===== src/rtl/eabv_pkg.sv =====
// Package: shared constants and CORDIC angle table.
`timescale 1ns / 1ps
package eabv_pkg;
    localparam int ANGLE_BITS_DEF    = 16;
    localparam int FRACTION_BITS_DEF = 14;
    localparam int OUT_W             = 16;
    localparam int CORDIC_STEPS      = 30;
    localparam int ZW                = 32;   // residual angle, 2^-32 turn units
    localparam int XW                = 33;   // CORDIC x/y, Q2.30 plus sign headroom
    localparam logic signed [XW-1:0] CORDIC_GAIN_Q30 = 33'sd652032874;

    function automatic logic signed [ZW-1:0] atan_turn32(input logic [4:0] i);
        logic signed [ZW-1:0] r;
        unique case (i)
            5'd0:  r = 32'h20000000; 5'd1:  r = 32'h12E4051E;
            5'd2:  r = 32'h09FB385B; 5'd3:  r = 32'h051111D4;
            5'd4:  r = 32'h028B0D43; 5'd5:  r = 32'h0145D7E1;
            5'd6:  r = 32'h00A2F61E; 5'd7:  r = 32'h00517C55;
            5'd8:  r = 32'h0028BE53; 5'd9:  r = 32'h00145F2F;
            5'd10: r = 32'h000A2F98; 5'd11: r = 32'h000517CC;
            5'd12: r = 32'h00028BE6; 5'd13: r = 32'h000145F3;
            5'd14: r = 32'h0000A2FA; 5'd15: r = 32'h0000517D;
            5'd16: r = 32'h000028BE; 5'd17: r = 32'h0000145F;
            5'd18: r = 32'h00000A30; 5'd19: r = 32'h00000518;
            5'd20: r = 32'h0000028C; 5'd21: r = 32'h00000146;
            5'd22: r = 32'h000000A3; 5'd23: r = 32'h00000051;
            5'd24: r = 32'h00000029; 5'd25: r = 32'h00000014;
            5'd26: r = 32'h0000000A; 5'd27: r = 32'h00000005;
            5'd28: r = 32'h00000003; 5'd29: r = 32'h00000001;
            default: r = '0;
        endcase
        return r;
    endfunction
endpackage


===== src/rtl/eabv_queue.sv =====
// Two-entry output queue that decouples the pipeline from the receiver.
`timescale 1ns / 1ps
module eabv_queue import eabv_pkg::*; (
    input  logic             aclk,
    input  logic             aresetn,
    input  logic             in_valid,
    input  logic [OUT_W-1:0] in_comp [9],
    output logic             in_ready,
    output logic             out_valid,
    output logic [OUT_W-1:0] out_comp [9],
    input  logic             out_ready
);
    logic [OUT_W-1:0] mem_reg [2][9];
    logic             wp_reg, rp_reg;
    logic [1:0]       cnt_reg;

    assign in_ready  = (cnt_reg != 2'd2);
    assign out_valid = (cnt_reg != 2'd0);
    assign out_comp  = mem_reg[rp_reg];

    // Push and pop words
    always_ff @(posedge aclk) begin
        if (!aresetn) begin
            wp_reg <= 1'b0; rp_reg <= 1'b0; cnt_reg <= 2'd0;
        end else begin
            if (in_valid && in_ready) wp_reg <= ~wp_reg;
            if (out_valid && out_ready) rp_reg <= ~rp_reg;
            cnt_reg <= cnt_reg + 2'(in_valid && in_ready) - 2'(out_valid && out_ready);
        end
        if (in_valid && in_ready) mem_reg[wp_reg] <= in_comp;
    end
endmodule


===== config.mk =====
export PLATFORM = sky130hd
export DESIGN_NAME = eabv_queue
export DESIGN_NICKNAME = d
export VERILOG_FILES = /design/src/rtl/eabv_pkg.sv /design/src/rtl/eabv_queue.sv
export SDC_FILE = /design/constraint.sdc
export NUM_CORES = 1
export LEC_CHECK = 0
export ABC_AREA = 1
export BUFFER_PORTS_ARGS = -buffer_cell sky130_fd_sc_hd__clkbuf_2
export CAP_MARGIN = 20
export CORE_MARGIN = 1
export CORE_UTILIZATION = 56
export CTS_CLUSTER_DIAMETER = 150
export DETAILED_ROUTE_END_ITERATION = 16
export PLACE_DENSITY_LB_ADDON = 0.2
export REMOVE_ABC_BUFFERS = 1
export SYNTH_ARGS = -nofsm -noshare
export SYNTH_HDL_FRONTEND = slang
export SYNTH_SLANG_ARGS = --single-unit
export TNS_END_PERCENT = 50

===== constraint.sdc =====
create_clock -name aclk -period 18.4 [get_ports aclk]
set_clock_uncertainty 0.1 [all_clocks]
set_input_delay 2.76 -clock aclk [delete_from_list [all_inputs] [get_ports aclk]]
set_output_delay 2.76 -clock aclk [all_outputs]
set_load 0.01 [all_outputs]

==> impl_metrics.ini <==
[detailed_routing]
routed_via_density = 5.108
dr.pass1.iters = 4
vias = 5506
ant_nets = 0
dr.first_iter.drc_count = 271
wl_mm = 19.97
wire_per_inst_um = 18.53
drc = 0

[timing]
setup_viol = 0
holdWs_ps = 440.8
final_max_slew_viol_count = 0
period_minus_slack_ps = 6064
max_freq_mhz = 164.9
finalHoldViolCount = 0
slew_headroom = 0.2670
worst_pin_slew_ps = 1099
rsz0062_at_grt = false
post-route-period-util = 0.3295
tns_ps = 0

[logic_synthesis]
yosys.area.top_type_share = 0.7959
ys_ff_latch = 293
yosysWarningCount = 0
synthTopCellsByArea = edfxtp_1 80%, mux2_2 8.7%, mux2_4 8.3%, dfxtp_1 0.92%, buf_6 0.83%
syn-cell-area_sq_um = 10870
synth_top_cell_by_area = edfxtp_1
yosysUniqueCellTypes = 12
syn_avg_cell_area_sq_um = 22.45
seq_area_frac_synth = 0.8052
synth_cells = 484

[die]
die-area_sq_um = 19960
coreArea_sq_um = 18830
ios = 294
num_rows = 50
fp.dieH_um = 141.3
die_w_um = 141.3
start_util = 0.5770

[run_status]
status = finished, final reports clean

[setup_path]
r2r_cells = 6
cp.arrival_ps = 3200
timing.rr.start = cnt_reg[0]
worstReg2RegEnd = mem_reg[1][31]
required_ps = 15540
end_kind = output pin
critPathKind = reg2out
cp_max_fo = 74
start_kind = register
r2r_slack_ps = 15830

[layout]
fillers = 1218
multi_input_area_sq_um = 1968
seqCellArea_sq_um = 8752
nets = 947
largest_reg_flops = 288
antenna_cells = 0
layout_common_cells = 293 x clkbuf_2, 288 x edfxtp_1, 84 x mux2_2
final_common_cell = clkbuf_2
syn_to_final_growth_pct = 24.07
final_layout_size_suffix_gt1_frac = 0.5941
finalNonFillerCells = 1078

[power]
p_per_area_nw_per_um2 = 136.7
ir_drop_mv = 0.09176
p_leak_nw = 5.252

[clock_tree]
cts_tree = built
cts_max_level = 1
clock_path_buffers = 3
cts_setup_buffers = 0
root_buffer = clkbuf_16
insertion_delay_ps = 520
ctsResizeCount = 0
cts.sinks = 293
cts_hold_buffers = 0
path_clk_slew_ps = 60
numCtsBuffers = 29

[min_path]
hold_class = reg2reg
min_path_cells = 2
hp-start = rp_reg

[global_routing]
grt_usage = 0.1978
grt_start_max_net_pins = 88
grt_pass1_vias = 5805
grt_pass1_wl_mm = 30.19
antenna_found_initial = 0
grt_overflow = 0

[place]
place.detailed.hpwl_mm = 13.09
placedCellCount = 1025
routabilityCongestion = 0.7680
io_buffers = 293

[run]
maxCapViolCount = 0
layer usage:
layer / wire [um] / global-route usage / vias to the layer above
met2: 9895 / 0.3408 / 239
met5: 0 / 0 / -
met4: 483 / 0.06178 / 0
met1: 7726 / 0.2369 / 2691
met3: 1866 / 0.06480 / 36
li1: - / - / 2540
Yosys cell counts:
cell,count
ha_1,2
nor2_1,8
mux2_4,60
buf_2,8
nand3_1,3
edfxtp_1,288
mux2_2,84
nand2_1,9
a21oi_1,2
dfxtp_1,5
inv_1,7
buf_6,8
area by class of cell:
cell class | count | area share
clock inverters | 19 | 0.01030
clock buffers | 33 | 0.05495
flip-flops and latches | 293 | 0.6492
well taps | 260 | 0.02413
inverters | 7 | 0.002320
repair buffers | 298 | 0.1131
multi-input cells | 168 | 0.1460
worst max-delay path by stage:
stage                         from             to  slack [ps]  cells past startpoint
after global placement    register   out_comp[65]       12840                      3
after CTS                 register   out_comp[65]       12250                      3
after detailed placement  register   out_comp[65]       12800                      3
after global routing      register   out_comp[65]       12140                      3
final                     register   out_comp[51]       12340                      3
after floorplan           in_valid  mem_reg[0][0]        8840                      2
kinds of logic after synthesis:
group           after synthesis  synth area share
buf+inv                      23           0.01440
fa+ha+maj                     2          0.002303
flops                       293            0.8052
simple gates                 20          0.007254
mux                         144            0.1700
compound gates                2         0.0009213
stage by stage:
stage / power [W] / worst slack [ps] / utilization / instance area, sq um
detailed placement: 0.001321 / 12800 / 0.6677 / 12570
floorplan: 0.001197 / 8840 / - / 10740
CTS: 0.001864 / 12250 / 0.7144 / 13450
finish: 0.001843 / 12340 / 0.7159 / 13480
global placement: 0.001305 / 12840 / 0.6677 / 12570
global route: 0.001923 / 12140 / 0.7159 / 13480
worst max-delay path, cell delays in order, from the launching register on:
cell and delay [ps]:
dfxtp_4 1080, buf_4 990, mux2_2 440, clkbuf_2 130
where the power goes:
part           total [W]  internal [W]  switching, W
clock           0.000541      0.000314      0.000226
sequential      0.000888      0.000846     0.0000425
combinational   0.000414      0.000202      0.000212
total            0.00184       0.00136      0.000481
Power figures use the tool's default switching activity.
